<file path="config.mk">
export PLATFORM = sky130hd
export DESIGN_NAME = wpia_div_step
export DESIGN_NICKNAME = d
export VERILOG_FILES = /design/src/design/wpia_pkg.sv /design/src/design/wpia_div_step.sv
export SDC_FILE = /design/constraint.sdc
export NUM_CORES = 1
export LEC_CHECK = 0
export BUFFER_PORTS_ARGS = -buffer_cell sky130_fd_sc_hd__buf_2
export CORE_AREA = 10 10 248 250
export CTS_CLUSTER_SIZE = 20
export DETAILED_ROUTE_END_ITERATION = 8
export DIE_AREA = 0 0 258 260
export GPL_TIMING_DRIVEN = 1
export HOLD_SLACK_MARGIN = 0.1
export PLACE_DENSITY = 0.62
export SLEW_MARGIN = 20
export SYNTH_ARGS = -nofsm -noshare
export SYNTH_HDL_FRONTEND = slang
export SYNTH_SLANG_ARGS = --single-unit
export TNS_END_PERCENT = 100
</file>
<file path="constraint.sdc">
create_clock -name clk -period 4.5 [get_ports clk]
set_clock_uncertainty 0.05 [all_clocks]
set_input_delay 0.9 -clock clk [delete_from_list [all_inputs] [get_ports clk]]
set_output_delay 0.9 -clock clk [all_outputs]
set_load 0.1 [all_outputs]
</file>
<file path="src/design/wpia_pkg.sv">
package wpia_pkg;

  localparam int WORD_W = 64;
  localparam int HALF_W = WORD_W / 2;
  localparam int WID_W  = 7;

  typedef logic [3:0] op_t;
  localparam op_t OP_ADD = 4'd0;
  localparam op_t OP_SUB = 4'd1;
  localparam op_t OP_MUL = 4'd2;
  localparam op_t OP_DIV = 4'd3;
  localparam op_t OP_MOD = 4'd4;
  localparam op_t OP_SHL = 4'd5;
  localparam op_t OP_SHR = 4'd6;
  localparam op_t OP_AND = 4'd7;
  localparam op_t OP_XOR = 4'd8;
  localparam op_t OP_OR  = 4'd9;
  localparam op_t OP_NOT = 4'd10;
  localparam op_t OP_NEG = 4'd11;
  localparam op_t OP_CMP = 4'd12;

  localparam logic [1:0] ST_OK    = 2'd0;
  localparam logic [1:0] ST_OVER  = 2'd1;
  localparam logic [1:0] ST_UNDER = 2'd2;
  localparam logic [1:0] ST_DIVZ  = 2'd3;

  localparam logic [1:0] CMP_EQ = 2'd0;
  localparam logic [1:0] CMP_GT = 2'd1;
  localparam logic [1:0] CMP_LT = 2'd2;

  // per item fields that ride along the divider chain
  typedef struct packed {
    op_t               op;
    logic [WORD_W-1:0] m;
    logic [WORD_W-1:0] r;
    logic [1:0]        st;
    logic [1:0]        cmp;
    logic              nx;
    logic              ny;
  } item_t;

  // restoring divider working state
  typedef struct packed {
    logic [WORD_W-1:0] rem;
    logic [WORD_W-1:0] q;
    logic [WORD_W-1:0] d;
  } div_t;

endpackage

</file>
<file path="src/design/wpia_div_step.sv">
module wpia_div_step (
  input  logic           clk,
  input  logic           rst,
  input  logic           adv,
  input  logic           in_vld,
  input  wpia_pkg::item_t in_item,
  input  wpia_pkg::div_t  in_div,
  output logic           out_vld,
  output wpia_pkg::item_t out_item,
  output wpia_pkg::div_t  out_div
);
  import wpia_pkg::*;

  logic [WORD_W:0]   t;
  logic [WORD_W:0]   diff;
  logic              ge;
  div_t              div_next;

  // one quotient bit per stage
  always_comb begin
    t    = {in_div.rem, in_div.q[WORD_W-1]};
    diff = t - {1'b0, in_div.d};
    ge   = (t >= {1'b0, in_div.d});
    div_next.rem = ge ? diff[WORD_W-1:0] : t[WORD_W-1:0];
    div_next.q   = {in_div.q[WORD_W-2:0], ge};
    div_next.d   = in_div.d;
  end

  // valid bit
  always_ff @(posedge clk) begin
    if (rst) begin
      out_vld <= 1'b0;
    end else if (adv) begin
      out_vld <= in_vld;
    end
  end

  // payload
  always_ff @(posedge clk) begin
    if (adv) begin
      out_item <= in_item;
      out_div  <= div_next;
    end
  end

endmodule

</file>
==> metrics <==
register area share after synthesis=0.671; Comb pwr share=0.331; post-synthesis cell count=1085; Core Box Area=0.0563 mm²; Net Sw Power=4370 µW; WP data required=4.76 ns; Detailed Place HPWL=55400 µm; Seq cells post-synth=331; drt total wl=66700 µm; min Tclk post-route=3.97 ns; CP cell instances=buf_2 > ha_1 > fa_1 > nor2b_1 > o21bai_1 > a21oi_1 > o31ai_2 > o21ai_1 > buf_4 > a31oi_2 > o31ai_1 > a21boi_0 > xnor2_1 > mux2_2; placer congestion estimate=0.924; Yosys cell types=67; crit path DAT=4.23 ns; MaxCap Viol Count=0; initial antenna violation count=43; CTS Buf Count=40; htree depth=2; Clock Power Share=0.313; vias in the first global route=12100; Die Area=0.0671 mm²; Cell Int Power=6360 µW; CTS clk-pin slew, worst paths=0.06 ns; number of nets in the layout=2186; Synth Area in Simple Gates=0.0716; WL/cell=25.8 µm; Die H=260 µm; Worst path max stage delay=0.52 ns; global-route wire length before repair=89700 µm; Synth Net Count=1484; drc violations=0; Worst setup EP type=register; Post-Layout Cell Count=2586; # hold bufs at CTS=0; commonest non-fill, non-tap cells in the layout=buf_2 (663), edfxtp_1 (330), a21oi_1 (111); CP Class=in -> reg; Post-DRT Antenna Nets=0; mux share of post-synthesis cell area=0.0128; 1st-iter DRT viols=757; gr usage total=0.187; Peak Freq=252 MHz; post-cts resize count=0; Worst setup SP type=primary input; Synth Area in Adders=0.0555; Synth warnings=0; sw frac=0.408; Min-Delay Path Class=in -> reg; Compound-Gate Fraction of Synth Area=0.123; Clock Sinks=331; post-CTS setup buffer count=0; DRT Pass-1 Iters=4; P per Cell Area=521 mW/mm²; Bufs on Longest Clock Path=3; total power draw=10700 µW; Mapped Area=0.0148 mm²; status=finished, final reports clean; Die X=258 µm; Synth-to-Final Area Change=39.1%; Starting Density=0.263; Remaining Overflow, GRT=0; CTS root buf=clkbuf_16; critical path peak fanout=3; Worst path slowest cell=o31ai_1; commonest non-fill, non-tap cell in the layout=buf_2; I/O pins=665; PortBufs=664; worst-margin pin slew=0.707 ns; placed insts=2501; worst-skew pair later-pin latency=0.56 ns; RSZ-0062 raised after global routing=false; setup tns final=0 ns; Static Leak=0.00897 µW; Finish-stage setup viols=0; Syn Area/Cell=13.6 µm²; Tcrit/Tclk final=0.882; Flop pwr share=0.356; ys flop type=edfxtp_1; endpoints failing hold=0; DR vias=11900; Post-synth EDFFs=330; largest family of logic cells by synthesized area=compound AO/OA/AOI/OAI gates; Row Count=87; Post-Synth XOR/XNOR Area=0.0337; detail-routed via count per cell=4.61; largest net degree at the start of global routing=88; peak supply drop=0.000295 V; Slew Limit Headroom=0.529; layout cells sized above 1=0.437; ys async rst share=0; fin. max-slew vios=0; TritonCTS clock tree=yes
cell type report:
| class | instances | area [µm²] |
|---|---|---|
| repair buffers | 694 | 3630 |
| clock buffers | 47 | 1050 |
| diodes | 12 | 30.0 |
| flip-flops and latches | 331 | 9930 |
| inverters | 79 | 297 |
| well taps | 756 | 946 |
| clock inverters | 26 | 310 |
| fillers | 5603 | 35700 |
| multi-input cells | 641 | 4390 |
per-stage QoR:
| stage | hold slack, ns | utilization | cell area, µm² | worst slack, ns |
|---|---|---|---|---|
| floorplan | 0.921 | - | 14800 | 0.833 |
| global placement | 0.426 | 0.341 | 19200 | 0.000616 |
| detailed placement | 0.429 | 0.341 | 19200 | -0.0325 |
| CTS | 0.389 | 0.365 | 20600 | 0.540 |
| global route | 0.414 | 0.365 | 20600 | 0.389 |
| finish | 0.438 | 0.366 | 20600 | 0.530 |
state kept, by name, indices dropped and copies added (netlist names):
register and flops:
out_div 192, out_item 138, out_vld 1
path summary, 6_finish.rpt:
check                       startpoint                      to  slack [ns]  cells after the start
setup / recovery             in_div[0]  out_div[172]$_DFFE_PP_        0.53                     14
hold / removal                     rst    out_vld$_SDFFE_PP0P_        0.44                      2
setup reg to reg  out_vld$_SDFFE_PP0P_    out_vld$_SDFFE_PP0P_        3.88                      2
hold reg to reg   out_vld$_SDFFE_PP0P_    out_vld$_SDFFE_PP0P_        0.45                      2
power by group through the flow:
stage	sequential [µW]	combinational (µW)	clock, µW
4_1_cts	3820	3590	3470
3_5_place_dp	3880	3580	0
5_1_grt	3850	3680	3580
2_1_floorplan	5980	620	0
6_report	3820	3550	3360
3_3_place_gp	3880	3570	0
kinds of logic (layout without fill, tap and decap cells):
| kind of cell | count (synthesis) | in the layout |
|---|---|---|
| multiplexers | 17 | 17 |
| flip-flops | 331 | 331 |
| AO/OA/AOI/OAI | 278 | 278 |
| adder cells (fa/ha/maj) | 65 | 65 |
| XOR/XNOR | 57 | 57 |
| other | 0 | 12 |
| AND/OR/NAND/NOR | 224 | 224 |
| buffers and inverters | 113 | 846 |
Yosys cell counts (3+ instances only):
library cell,number,share of area
o21ai_1,4,0.0014
or2_2,3,0.0013
o211ai_1,4,0.0020
ha_1,64,0.054
nor3_1,8,0.0027
buf_6,4,0.0030
xnor2_1,37,0.022
mux2_1,14,0.011
buf_2,12,0.0041
nand3_1,11,0.0037
o21ai_0,41,0.014
o21a_1,12,0.0061
nor2_1,77,0.020
inv_1,79,0.020
nand4b_1,3,0.0018
nor2_2,10,0.0042
nand3b_1,3,0.0015
clkbuf_1,14,0.0036
and2_1,5,0.0021
a211oi_1,6,0.0030
buf_4,4,0.0020
nor2b_1,5,0.0021
nand4_1,15,0.0063
and3_1,5,0.0021
xor2_1,20,0.012
o21bai_1,11,0.0056
a21oi_1,111,0.038
edfxtp_1,330,0.67
o31ai_1,4,0.0020
nand2_1,60,0.015
a31oi_1,4,0.0017
a21oi_2,12,0.0071
or3_1,7,0.0030
a21o_1,37,0.019
nand2b_1,3,0.0013
metal layers:
layer,part of all wire,track usage
met1,0.34,0.180
met2,0.51,0.334
met3,0.099,0.0835
met4,0.049,0.0952
met5,0.0036,0
critical path, delay by kind of cell:
kind | cells | cell delay (ns)
AO/OA/AOI/OAI | 7 | 1.74
multiplexers | 1 | 0.26
AND/OR/NAND/NOR | 1 | 0.21
adder cells (fa/ha/maj) | 2 | 0.64
XOR/XNOR | 1 | 0.17
buffers and inverters | 2 | 0.30
Note: power is estimated with default switching activity, not from simulation.
